==> src/tst_pkg.sv <==
// Shared types, codes and a helper function for the thread slot table.
package tst_pkg;
  localparam int SLOTS = 32;
  localparam int IDX_W = 5;
  localparam int CNT_W = 6;

  localparam logic [3:0] CMD_SPAWN = 4'd0;
  localparam logic [3:0] CMD_TRANSIT = 4'd1;
  localparam logic [3:0] CMD_SET_STATE = 4'd2;
  localparam logic [3:0] CMD_WAKE = 4'd3;
  localparam logic [3:0] CMD_SET_EXIT = 4'd4;
  localparam logic [3:0] CMD_REAP = 4'd5;
  localparam logic [3:0] CMD_REAP_OWNER = 4'd6;
  localparam logic [3:0] CMD_MARK_EXITED = 4'd7;
  localparam logic [3:0] CMD_NTH = 4'd8;
  localparam logic [3:0] CMD_FIRST = 4'd9;
  localparam logic [3:0] CMD_ACTIVE = 4'd10;
  localparam logic [3:0] CMD_LOOKUP = 4'd11;

  localparam logic [2:0] ST_FREE = 3'd0;
  localparam logic [2:0] ST_NEW = 3'd1;
  localparam logic [2:0] ST_READY = 3'd2;
  localparam logic [2:0] ST_RUNNING = 3'd3;
  localparam logic [2:0] ST_BLOCKED = 3'd4;
  localparam logic [2:0] ST_ZOMBIE = 3'd5;

  // controller -> datapath
  typedef struct packed {
    logic start;   // latch command, clear scan state
    logic step;    // examine slot at scan index
    logic finish;  // apply single-slot action, form result
  } tst_ctl_t;

  // datapath -> controller
  typedef struct packed {
    logic last;    // scan index at final slot
  } tst_sts_t;

  function automatic logic edge_ok(input logic [2:0] from, input logic [2:0] to);
    logic r;
    if (to > ST_ZOMBIE) r = 1'b0;
    else if (from == to) r = 1'b1;
    else if (from == ST_ZOMBIE) r = (to == ST_FREE);
    else if (from == ST_FREE) r = (to == ST_NEW);
    else if (to == ST_FREE || to == ST_NEW) r = 1'b0;
    else if (from == ST_NEW) r = (to == ST_READY || to == ST_BLOCKED);
    else r = (from <= ST_ZOMBIE);
    return r;
  endfunction
endpackage

==> src/tst_ctrl.sv <==
// Sequencer: accept, scan all slots, finish, present result.
module tst_ctrl (
  input  logic               clk,
  input  logic               rst,
  input  logic               in_fire,
  input  logic               out_fire,
  input  tst_pkg::tst_sts_t  sts,
  output tst_pkg::tst_ctl_t  ctl,
  output logic               in_ready,
  output logic               out_valid
);
  localparam logic [1:0] S_IDLE = 2'd0;
  localparam logic [1:0] S_SCAN = 2'd1;
  localparam logic [1:0] S_FIN  = 2'd2;
  localparam logic [1:0] S_OUT  = 2'd3;

  logic [1:0] state, state_next;

  always_comb begin
    state_next = state;
    ctl = '0;
    unique case (state)
      S_IDLE: if (in_fire) begin
        ctl.start = 1'b1;
        state_next = S_SCAN;
      end
      S_SCAN: begin
        ctl.step = 1'b1;
        if (sts.last) state_next = S_FIN;
      end
      S_FIN: begin
        ctl.finish = 1'b1;
        state_next = S_OUT;
      end
      S_OUT: if (out_fire) state_next = S_IDLE;
      default: state_next = S_IDLE;
    endcase
  end

  assign in_ready = (state == S_IDLE);
  assign out_valid = (state == S_OUT);

  always_ff @(posedge clk) begin
    if (rst) state <= S_IDLE;
    else state <= state_next;
  end
endmodule

==> src/tst_datapath.sv <==
// Slot table storage, scan logic and result registers.
module tst_datapath (
  input  logic                     clk,
  input  logic                     rst,
  input  tst_pkg::tst_ctl_t        ctl,
  output tst_pkg::tst_sts_t        sts,
  input  logic [3:0]               cmd,
  input  logic [31:0]              thread_id,
  input  logic [31:0]              owner_id,
  input  logic [2:0]               from_state,
  input  logic [2:0]               to_state,
  input  logic [3:0]               reason_code,
  input  logic signed [31:0]       status_code,
  input  logic [7:0]               nth_index,
  output logic                     ok,
  output logic [31:0]              tid_out,
  output logic [5:0]               refused_count,
  output logic [4:0]               slot_index,
  output logic [2:0]               state_out,
  output logic                     active
);
  localparam int N = tst_pkg::SLOTS;
  localparam int IW = tst_pkg::IDX_W;

  logic [31:0] slot_tid [N];
  logic [31:0] slot_owner [N];
  logic [2:0]  slot_state [N];
  logic [3:0]  slot_reason [N];
  logic [31:0] slot_exit [N];
  logic [31:0] next_tid;

  // latched command
  logic [3:0]  c_cmd;
  logic [31:0] c_tid, c_owner, c_status;
  logic [2:0]  c_from, c_to;
  logic [3:0]  c_reason;
  logic [7:0]  c_nth;

  logic [IW-1:0] idx;
  logic          found;
  logic [IW-1:0] hit;
  logic [7:0]    cnt;
  logic [5:0]    refused;
  logic          run_seen;

  logic live, own_match, tid_match, want_tid, want_own, owner_nz;
  logic [2:0] cur;
  logic [2:0] hs;

  assign cur = slot_state[idx];
  assign live = (cur != tst_pkg::ST_FREE);
  assign owner_nz = (c_owner != 32'd0);
  assign own_match = live && owner_nz && (slot_owner[idx] == c_owner);
  assign tid_match = live && (c_tid != 32'd0) && (slot_tid[idx] == c_tid);
  assign want_tid = (c_cmd == tst_pkg::CMD_TRANSIT) || (c_cmd == tst_pkg::CMD_SET_STATE) ||
                    (c_cmd == tst_pkg::CMD_WAKE) || (c_cmd == tst_pkg::CMD_SET_EXIT) ||
                    (c_cmd == tst_pkg::CMD_REAP) || (c_cmd == tst_pkg::CMD_LOOKUP);
  assign want_own = (c_cmd == tst_pkg::CMD_NTH) || (c_cmd == tst_pkg::CMD_FIRST);
  assign sts.last = (idx == IW'(N - 1));
  assign hs = slot_state[hit];

  always_ff @(posedge clk) begin
    if (rst) begin
      for (int i = 0; i < N; i++) begin
        slot_tid[i] <= '0;
        slot_owner[i] <= '0;
        slot_state[i] <= tst_pkg::ST_FREE;
        slot_reason[i] <= '0;
        slot_exit[i] <= '0;
      end
      next_tid <= 32'd1;
      idx <= '0;
      found <= 1'b0;
      hit <= '0;
      cnt <= '0;
      refused <= '0;
      run_seen <= 1'b0;
      ok <= 1'b0; tid_out <= '0; refused_count <= '0;
      slot_index <= '0; state_out <= '0; active <= 1'b0;
    end else if (ctl.start) begin
      c_cmd <= cmd; c_tid <= thread_id; c_owner <= owner_id;
      c_from <= from_state; c_to <= to_state; c_reason <= reason_code;
      c_status <= status_code; c_nth <= nth_index;
      idx <= '0; found <= 1'b0; hit <= '0; cnt <= '0;
      refused <= '0; run_seen <= 1'b0;
    end else if (ctl.step) begin
      idx <= idx + 1'b1;
      unique case (c_cmd)
        tst_pkg::CMD_SPAWN:
          if (!found && !live) begin found <= 1'b1; hit <= idx; end
        tst_pkg::CMD_REAP_OWNER:
          if (own_match) begin
            if (cur == tst_pkg::ST_RUNNING) begin
              if (refused != 6'd63) refused <= refused + 1'b1;
            end else begin
              slot_tid[idx] <= '0; slot_owner[idx] <= '0;
              slot_state[idx] <= tst_pkg::ST_FREE;
              slot_reason[idx] <= '0; slot_exit[idx] <= '0;
            end
          end
        tst_pkg::CMD_MARK_EXITED:
          if (own_match) begin
            slot_exit[idx] <= c_status;
            slot_reason[idx] <= '0;
            if (tst_pkg::edge_ok(cur, tst_pkg::ST_ZOMBIE))
              slot_state[idx] <= tst_pkg::ST_ZOMBIE;
          end
        tst_pkg::CMD_ACTIVE:
          if (own_match && cur == tst_pkg::ST_RUNNING) run_seen <= 1'b1;
        default: begin
          if (want_tid && !found && tid_match) begin found <= 1'b1; hit <= idx; end
          if (want_own && !found && own_match) begin
            if (c_cmd == tst_pkg::CMD_FIRST || cnt == c_nth) begin
              found <= 1'b1; hit <= idx;
            end else cnt <= cnt + 1'b1;
          end
        end
      endcase
    end else if (ctl.finish) begin
      ok <= 1'b0; tid_out <= '0; refused_count <= '0;
      slot_index <= '0; state_out <= '0; active <= 1'b0;
      unique case (c_cmd)
        tst_pkg::CMD_SPAWN:
          if (owner_nz && found) begin
            next_tid <= next_tid + 32'd1;
            if (tst_pkg::edge_ok(tst_pkg::ST_NEW, c_to)) begin
              slot_tid[hit] <= next_tid; slot_owner[hit] <= c_owner;
              slot_state[hit] <= c_to; slot_reason[hit] <= c_reason;
              slot_exit[hit] <= '0;
              ok <= 1'b1; tid_out <= next_tid; slot_index <= hit; state_out <= c_to;
            end else begin
              slot_tid[hit] <= '0; slot_owner[hit] <= '0;
              slot_reason[hit] <= '0; slot_exit[hit] <= '0;
            end
          end
        tst_pkg::CMD_TRANSIT:
          if (found) begin
            tid_out <= slot_tid[hit]; slot_index <= hit; state_out <= hs;
            if (tst_pkg::edge_ok(c_from, c_to) && hs == c_from) begin
              slot_state[hit] <= c_to; ok <= 1'b1; state_out <= c_to;
            end
          end
        tst_pkg::CMD_SET_STATE:
          if (found) begin
            tid_out <= slot_tid[hit]; slot_index <= hit; state_out <= hs;
            if (tst_pkg::edge_ok(hs, c_to)) begin
              slot_state[hit] <= c_to; slot_reason[hit] <= c_reason;
              ok <= 1'b1; state_out <= c_to;
            end
          end
        tst_pkg::CMD_WAKE:
          if (found) begin
            tid_out <= slot_tid[hit]; slot_index <= hit; state_out <= hs;
            if (hs == tst_pkg::ST_BLOCKED) begin
              slot_state[hit] <= tst_pkg::ST_READY; slot_reason[hit] <= '0;
              ok <= 1'b1; state_out <= tst_pkg::ST_READY;
            end
          end
        tst_pkg::CMD_SET_EXIT:
          if (found) begin
            slot_exit[hit] <= c_status;
            ok <= 1'b1; tid_out <= slot_tid[hit]; slot_index <= hit; state_out <= hs;
          end
        tst_pkg::CMD_REAP:
          if (!found) ok <= 1'b1;
          else if (hs == tst_pkg::ST_RUNNING) begin
            refused_count <= 6'd1;
            tid_out <= slot_tid[hit]; slot_index <= hit; state_out <= hs;
          end else begin
            ok <= 1'b1; tid_out <= slot_tid[hit]; slot_index <= hit;
            slot_tid[hit] <= '0; slot_owner[hit] <= '0;
            slot_state[hit] <= tst_pkg::ST_FREE;
            slot_reason[hit] <= '0; slot_exit[hit] <= '0;
          end
        tst_pkg::CMD_REAP_OWNER:
          if (owner_nz) begin
            refused_count <= refused; ok <= (refused == 6'd0);
          end
        tst_pkg::CMD_MARK_EXITED: ok <= owner_nz;
        tst_pkg::CMD_ACTIVE: begin
          ok <= owner_nz; active <= run_seen;
        end
        tst_pkg::CMD_NTH, tst_pkg::CMD_FIRST, tst_pkg::CMD_LOOKUP:
          if (found) begin
            ok <= 1'b1; tid_out <= slot_tid[hit]; slot_index <= hit; state_out <= hs;
          end
        default: ;
      endcase
    end
  end
endmodule

==> src/thread_slot_table_top.sv <==
// Top level of the thread slot table: sequencer plus slot datapath.
// Usage:
//  - Input channel (in_valid/in_ready) carries one command per transfer:
//    cmd, thread_id, owner_id, from_state, to_state, reason_code,
//    status_code, nth_index.
//  - Output channel (out_valid/out_ready) returns exactly one result per
//    command: ok, tid_out, refused_count, slot_index, state_out, active.
//  - Each command walks every slot once, one slot per cycle, through the
//    single slot-read path of the datapath; then the finish state applies
//    the single-slot update and forms the result.
//  - One command is in flight at a time; in_ready is high only while the
//    block is idle.
//  - If the receiver stalls, the result holds steady in the output
//    registers and no new command is taken until it is transferred.
//  - Synchronous reset frees all slots, clears every field and sets the
//    id counter to one.
module thread_slot_table_top (
  input  logic               clk,
  input  logic               rst,
  input  logic               in_valid,
  output logic               in_ready,
  input  logic [3:0]         cmd,
  input  logic [31:0]        thread_id,
  input  logic [31:0]        owner_id,
  input  logic [2:0]         from_state,
  input  logic [2:0]         to_state,
  input  logic [3:0]         reason_code,
  input  logic signed [31:0] status_code,
  input  logic [7:0]         nth_index,
  output logic               out_valid,
  input  logic               out_ready,
  output logic               ok,
  output logic [31:0]        tid_out,
  output logic [5:0]         refused_count,
  output logic [4:0]         slot_index,
  output logic [2:0]         state_out,
  output logic               active
);
  tst_pkg::tst_ctl_t ctl;
  tst_pkg::tst_sts_t sts;

  tst_ctrl u_ctrl (
    .clk(clk), .rst(rst),
    .in_fire(in_valid && in_ready),
    .out_fire(out_valid && out_ready),
    .sts(sts), .ctl(ctl),
    .in_ready(in_ready), .out_valid(out_valid)
  );

  tst_datapath u_dp (
    .clk(clk), .rst(rst), .ctl(ctl), .sts(sts),
    .cmd(cmd), .thread_id(thread_id), .owner_id(owner_id),
    .from_state(from_state), .to_state(to_state), .reason_code(reason_code),
    .status_code(status_code), .nth_index(nth_index),
    .ok(ok), .tid_out(tid_out), .refused_count(refused_count),
    .slot_index(slot_index), .state_out(state_out), .active(active)
  );
endmodule
==> config.mk <==
export PLATFORM = sky130hd
export DESIGN_NAME = thread_slot_table_top
export DESIGN_NICKNAME = d
export VERILOG_FILES = /design/src/tst_pkg.sv /design/src/tst_ctrl.sv /design/src/tst_datapath.sv /design/src/thread_slot_table_top.sv
export SDC_FILE = /design/constraint.sdc
export NUM_CORES = 2
export LEC_CHECK = 0
export BUFFER_PORTS_ARGS = -buffer_cell sky130_fd_sc_hd__buf_2
export CAP_MARGIN = 20
export CORE_MARGIN = 1
export CORE_UTILIZATION = 54
export CTS_CLUSTER_DIAMETER = 100
export CTS_CLUSTER_SIZE = 8
export DETAILED_ROUTE_END_ITERATION = 10
export PLACE_DENSITY_LB_ADDON = 0.2
export SLEW_MARGIN = 20
export SYNTH_ARGS = -nofsm -noshare
export SYNTH_HDL_FRONTEND = slang
export SYNTH_SLANG_ARGS = --single-unit
==> constraint.sdc <==
create_clock -name clk -period 16.25 [get_ports clk]
set_clock_uncertainty 0.05 [all_clocks]
set_input_delay 1.625 -clock clk [delete_from_list [all_inputs] [get_ports clk]]
set_output_delay 1.625 -clock clk [all_outputs]
set_load 0.05 [all_outputs]
### Word-level counts from Yosys, hierarchy flattened

Memory sizes are Yosys's and may differ from the RTL's. A register that Yosys moved wholly into a read port is not among the register bits.
Cells that the tools add are included.

* add/sub/neg operators: 4
* $lt $le $gt $ge: 4
* eq/ne operators: 39
* muxes and demuxes: 189
* bitwise gates (word level): 15
* reductions and logical operators: 55

Operator list (count)
* $mux W32: 11
* $reduce_or A32 Y1: 4
* $mux W1: 124
* $mux W5: 23
* $eq A32 B32 Y1: 2
* $pmux W32 S2: 1
* $reduce_bool A32 Y1: 2
* $mux W3: 18
* $add A32 B1 Y32 const B: 1
* $pmux W5 S2: 2
* $pmux W3 S6: 1
* $eq A4 B3 Y1 const B: 4
* $eq A4 B4 Y1 const B: 4
* $eq A3 B3 Y1 const B: 5
* $logic_and A1 B1 Y1: 14
* $eq A3 B1 Y1 const B: 4
* $logic_not A3 Y1: 4
* $mux W6: 2
* $pmux W6 S2: 1
* $reduce_and A3 Y1: 4
* $reduce_and A5 Y1: 2
* $eq A3 B2 Y1 const B: 3
* $eq A3 B3 Y1: 3
* $le A3 B3 Y1 const B: 3
* 32 further kinds: 64

* register bits after elaboration: 190
* RAM bits: 2144
* output and inout port bits: 50
* logic and storage cells: 329
* memories: 3

Memories
* u_dp.slot_owner: depth 32, bits a word 32, read ports 1, clocked after memory_dff 1, wr ports 32, RTL line tst_datapath.sv:26 `logic [31:0] slot_owner [N];`
* u_dp.slot_tid: depth 32, bits a word 32, read ports 2, clocked after memory_dff 2, wr ports 32, RTL line tst_datapath.sv:25 `logic [31:0] slot_tid [N];`
* u_dp.slot_state: depth 32, bits a word 3, read ports 2, clocked after memory_dff 2, wr ports 32, RTL line tst_datapath.sv:27 `logic [2:0] slot_state [N];`

### Logic depth before layout (Yosys ltp)

* depth after elaboration: 29
* mapped depth: 23
* gate-level depth less buffers: 13

### Hierarchy

A second synthesis with hierarchy kept.

* cell total of the unflattened synthesis: 7869
* area total of the unflattened synthesis: 111829.8 µm²

By module, submodules not included
* tst_datapath: times used 1, cells each 7848, area each 111650.8 µm²
* tst_ctrl: times used 1, cells each 19, area each 166.4 µm²
* thread_slot_table_top: times used 1, cells each 2, area each 12.5 µm²

### Worst setup path after synthesis

Ideal clock, no wire load.

* path type: register to register
* from: register with a tool-made name
* to: memory u_dp.slot_owner[11][0] (enable)
* library setup time: 0.581 ns
* arrival time: 8.426 ns
* path slack: 7.192 ns
* cell stages (with the launch flop): 16
* period minus slack after synthesis: 9.058 ns
* path through: dfxtp_1 buf_2 buf_2 buf_2 mux4_2 a22oi_1 nand4_1 xor2_1 nor4_1 nand4_1 nor3_1 a22oi_1 clkbuf_1 clkbuf_1 clkbuf_1 o31ai_1

RTL lines (RTL line)
* end: declaration: tst_datapath.sv:26

==> Flow_metrics.wiki <==
{| class="wikitable"
! Metric !! Value
|-
| CTS H-tree depth || 5
|-
| Min Tclk post-route || between 10 and 15 ns
|-
| Pin count of the biggest net entering global routing || 197
|-
| Crit path max fanout || 67
|-
| Kind of end point of the critical path || flip-flop
|-
| Overall die width || between 400 and 500 um
|-
| TritonCTS clock tree || done
|-
| Required time at the worst-slack endpoint || between 15 and 20 ns
|-
| Global-route wire length before repair || 597,100 um
|-
| XOR/XNOR share of the synthesized area || 0.007898
|-
| Worst reg2reg endpoint || u_dp.slot_tid[5][7]
|-
| Basic-gate share of the synthesized area counting and, or, nand and nor cells || 0.1405
|-
| Die span in y || approximately 470 um
|-
| Count of mapped cells out of synthesis || 8,295
|-
| Placer's final routability congestion estimate || ~0.94
|-
| Share of cells above drive strength 1 || 0.2195
|-
| NumNets Final || slightly below 8,000
|-
| Multi-input logic area || about 44,000 um^2
|-
| TritonCTS sink count || approximately 2,300
|-
| Combinational family with the most area after synthesis || multiplexers
|-
| Final cycle utilization of the critical path || 0.6350
|-
| Total GRT Usage || 0.3785
|-
| Worst voltage drop across the vdd grid || 97.95 uV
|-
| Register-to-register path setup slack || between 5 and 6 ns
|-
| Hold buffers post-CTS || 0
|-
| Synthesis-stage register bit count || between 2,000 and 2,500
|-
| Total standard cell area after synthesis || 117,500 um^2
|-
| Worst Path Arrival || 10.82 ns
|-
| Max cap viols || 0
|-
| Half-perimeter wire length of the detailed placement result || roughly 230,000 um
|-
| Final-report setup violation count || 0
|-
| Clock insertion delay at the later pin of the skew report || 0.99 ns
|-
| Ratio of routed vias to standard cells || between 7 and 8
|-
| Fillcell total || 16,020
|-
| Met2 capacity usage during global routing || 0.5596
|-
| Worst slew pin tran || between 1 and 1.5 ns
|-
| Portion of netlist area occupied by mux cells || 0.1824
|-
| Worst hold path cell count || 2
|-
| M3 GR Usage || 0.1172
|-
| Compound-cell area share of the yosys netlist || 0.03401
|-
| DRC violation total after the first TritonRoute iteration || ~15,000
|-
| Launch point of the worst hold path || u_dp.refused_count[4]
|-
| EDFF count, synth || 2,226
|-
| Number of vias after detailed routing || between 80,000 and 90,000
|-
| Leakage power || 37.91 nW
|-
| Number of failing hold endpoints at the final stage || 0
|-
| Worst Setup Path Type || flip-flop to flip-flop
|-
| Aggregate negative setup slack || 0 ns
|-
| Unrepaired setup endpoints after global routing || false
|-
| Synthesized area per cell || ~14 um^2
|-
| Number of iterations in the first detailed-routing pass || 8
|-
| Resized cells post-CTS || 0
|-
| Worst max-slew margin expressed relative to the limit || 0.1223
|-
| Number of setup buffers added after CTS || 0
|-
| Adder and majority gate portion of the synthesized area || 0.001064
|-
| Share of synthesized registers carrying an async set or reset || 0
|-
| Status || finished, final reports clean
|-
| TritonCTS Buffers || around 340
|-
| Dominant register cell in the synthesized netlist || sky130_fd_sc_hd__edfxtp_1
|-
| Endpoint of the worst hold path || u_dp.refused_count[4]
|-
| Worst hold margin || 0.4095 ns
|-
| Class of the worst hold path || flip-flop to flip-flop
|-
| DRC viols || 0
|-
| GRT overflow || 0
|-
| Sequential cell area fraction in the yosys report || 0.5888
|-
| Port-buffer cells || between 100 and 150
|-
| Total nets after synthesis || about 8,400
|-
| Buffer cell driving the clock tree root || sky130_fd_sc_hd__clkbuf_16
|-
| Worst setup SP type || flip-flop
|-
| Worst r2r path cells || 17
|-
| Die area || roughly 220,000 um^2
|-
| Count of synthesis-stage warnings from yosys || 0
|-
| Placeable Area || ~220,000 um^2
|-
| Average wire per cell in the routed design || 38.99 um
|-
| Met1 global-route usage || 0.5006
|-
| Final ANT Viol Nets || 0
|-
| Max Fclk || between 0.09 and 0.1 GHz
|-
| Count of unique library cells instantiated by Yosys || 74
|-
| Count of boundary I/O pins || between 150 and 200
|-
| Area used by sequential logic in the layout || about 69,000 um^2
|-
| Maximum count of clock buffers along a single path || 4
|-
| Wirelength, routed || between 400,000 and 500,000 um
|-
| Peak-usage layer in the global routing report || met2
|-
| Number of antenna violations at the first check in global routing || 18
|-
| Number of global-route vias before repair || 82,230
|-
| Max-slew violations || 0
|-
| Area growth syn-to-layout || 9.705%
|-
| Reg clk slew, reported paths || approximately 0.050 ns
|-
| Number of placement rows || 170
|-
| Pwr Density || 119.0 nW/um^2
|-
| Effective utilization at floorplan || 0.5455
|}
## cell usage in the layout (no fill, tap or decap), types with 62 or more instances in the layout
master,n
sky130_fd_sc_hd__nor4_1,1955
sky130_fd_sc_hd__nand2_1,183
sky130_fd_sc_hd__dfxtp_1,108
sky130_fd_sc_hd__clkbuf_1,67
sky130_fd_sc_hd__mux2i_1,299
sky130_fd_sc_hd__nor2_1,259
sky130_fd_sc_hd__o21ai_0,72
sky130_fd_sc_hd__buf_4,229
sky130_fd_sc_hd__edfxtp_1,2226
sky130_fd_sc_hd__nand3_1,73
sky130_fd_sc_hd__a21oi_1,62
sky130_fd_sc_hd__mux4_2,797
sky130_fd_sc_hd__a22oi_1,140
sky130_fd_sc_hd__clkbuf_16,350
sky130_fd_sc_hd__nor3_1,169
sky130_fd_sc_hd__buf_2,134
## worst max-delay path, cell delays in order (launching register included)
cell                       delay, ns
sky130_fd_sc_hd__dfxtp_4        0.74
sky130_fd_sc_hd__buf_4          0.67
sky130_fd_sc_hd__and2_2         0.89
sky130_fd_sc_hd__buf_4          0.60
sky130_fd_sc_hd__a221oi_1       0.19
sky130_fd_sc_hd__o21a_1         0.16
sky130_fd_sc_hd__nor4_1         0.67
sky130_fd_sc_hd__o22ai_1        0.15
sky130_fd_sc_hd__nor4_1         0.87
sky130_fd_sc_hd__nand4_1        0.23
sky130_fd_sc_hd__nor3_2         0.61
sky130_fd_sc_hd__buf_4          0.29
sky130_fd_sc_hd__a22oi_2        0.06
sky130_fd_sc_hd__buf_4          0.36
sky130_fd_sc_hd__buf_4          0.48
sky130_fd_sc_hd__o31ai_4        1.09
sky130_fd_sc_hd__buf_4          0.73
sky130_fd_sc_hd__buf_4          0.76
## state kept, by name, indices dropped and copies added (netlist names), 3 cells and up, named ones only
| register | count |
|---|---|
| u_dp.slot_state | 96 |
| u_dp.tid_out | 32 |
| u_dp.c_nth | 8 |
| u_dp.c_cmd | 4 |
| u_dp.cnt | 8 |
| u_dp.hit | 5 |
| u_dp.slot_tid | 1024 |
| u_dp.slot_index | 5 |
| u_dp.idx | 5 |
| u_dp.state_out | 3 |
| u_dp.slot_owner | 1024 |
| u_dp.refused | 6 |
| u_dp.c_owner | 32 |
| u_dp.c_from | 3 |
| u_dp.c_to | 3 |
| u_dp.c_tid | 32 |
| u_dp.next_tid | 32 |
| u_dp.refused_count | 6 |
## cell type report
type,instances,share of cell area
Tap cell,2838,0.02754
Inverter,34,0.001009
Timing Repair Buffer,400,0.02411
Clock inverter,9,0.0006307
Sequential cell,2344,0.5370
Clock buffer,417,0.06987
Antenna cell,8,0.0001552
Multi-Input combinational cell,4693,0.3397
## power by group
part	switching [mW]	internal, mW	total (mW)
clock network	2.53	3.81	6.35
logic	1.21	0.756	1.97
registers	0.175	6.86	7.04
total	3.92	11.4	15.4
## per-layer routing
metal	vias to the layer above	share of wire
li1	33610	-
met1	43250	0.34
met2	7351	0.44
met3	1386	0.15
met4	16	0.063
met5	-	0.00051
## Yosys cell counts, types with 7 or more instances
master / instances / area, um^2
sky130_fd_sc_hd__edfxtp_1: 2226 / 66840
sky130_fd_sc_hd__nor4_1: 1959 / 12260
sky130_fd_sc_hd__clkbuf_1: 877 / 3292
sky130_fd_sc_hd__mux4_2: 797 / 17950
sky130_fd_sc_hd__mux2i_1: 301 / 3013
sky130_fd_sc_hd__nor2_1: 263 / 987.2
sky130_fd_sc_hd__nand2_1: 222 / 833.3
sky130_fd_sc_hd__buf_2: 214 / 1071
sky130_fd_sc_hd__nor3_1: 171 / 855.8
sky130_fd_sc_hd__a22oi_1: 141 / 1059
sky130_fd_sc_hd__dfxtp_1: 118 / 2362
sky130_fd_sc_hd__o21ai_0: 79 / 395.4
sky130_fd_sc_hd__nand3_1: 73 / 365.4
sky130_fd_sc_hd__buf_1: 71 / 266.5
sky130_fd_sc_hd__a21oi_1: 65 / 325.3
sky130_fd_sc_hd__xor2_1: 59 / 516.8
sky130_fd_sc_hd__xnor2_1: 47 / 411.6
sky130_fd_sc_hd__nand4_1: 46 / 287.8
sky130_fd_sc_hd__mux2_2: 42 / 473.0
sky130_fd_sc_hd__a221oi_1: 37 / 324.1
sky130_fd_sc_hd__o31ai_1: 37 / 277.8
sky130_fd_sc_hd__a21o_1: 36 / 270.3
sky130_fd_sc_hd__o22ai_1: 35 / 219.0
sky130_fd_sc_hd__buf_4: 32 / 240.2
sky130_fd_sc_hd__inv_1: 32 / 120.1
sky130_fd_sc_hd__buf_6: 30 / 337.8
sky130_fd_sc_hd__nand2b_1: 29 / 181.4
sky130_fd_sc_hd__nor2b_1: 28 / 175.2
sky130_fd_sc_hd__a22o_1: 24 / 210.2
sky130_fd_sc_hd__and3_1: 19 / 118.9
sky130_fd_sc_hd__a211oi_1: 13 / 97.59
sky130_fd_sc_hd__a31oi_1: 12 / 75.07
sky130_fd_sc_hd__and2_1: 12 / 75.07
sky130_fd_sc_hd__o211ai_1: 11 / 82.58
sky130_fd_sc_hd__ha_1: 10 / 125.1
sky130_fd_sc_hd__o21bai_1: 9 / 67.56
sky130_fd_sc_hd__o221ai_1: 9 / 78.83
sky130_fd_sc_hd__or2_2: 8 / 50.05
sky130_fd_sc_hd__or3_1: 8 / 50.05
sky130_fd_sc_hd__or4_1: 7 / 52.55
## worst max-delay path by stage
stage	from	end	slack (ns)
6_report	flip-flop	u_dp.slot_tid[5][7]	5.93
5_1_grt	flip-flop	u_dp.slot_tid[3][15]	5.98
4_1_cts	flip-flop	u_dp.slot_tid[5][7]	6.13
3_5_place_dp	flip-flop	u_dp.slot_tid[5][0]	6.19
3_3_place_gp	flip-flop	u_dp.slot_tid[3][13]	6.19
2_1_floorplan	flip-flop	u_dp.slot_owner[11][0]	7.19
## logic make-up (layout without fill, tap and decap cells)
group,count (synthesis),in the layout
compound gates,565,565
xor+xnor,106,106
flops,2344,2344
buf+inv,1258,860
other cells,0,8
fa+ha+maj,10,10
mux,1140,1140
simple gates,2872,2872
## through the flow
| step | cell area [um^2] | power [mW] | util | setup WS [ns] | cells |
|---|---|---|---|---|---|
| floorplan | 117500 | 8.409 | - | 7.192 | 8295 |
| global placement | 119400 | 9.032 | 0.5542 | 6.195 | 10290 |
| detailed placement | 119500 | 9.068 | 0.5544 | 6.191 | 10300 |
| CTS | 128600 | 15.30 | 0.5966 | 6.131 | 10720 |
| global route | 128900 | 15.64 | 0.5984 | 5.976 | 10740 |
| finish | 129000 | 15.35 | 0.5985 | 5.931 | 10740 |
(Power assumes the default switching activity.)
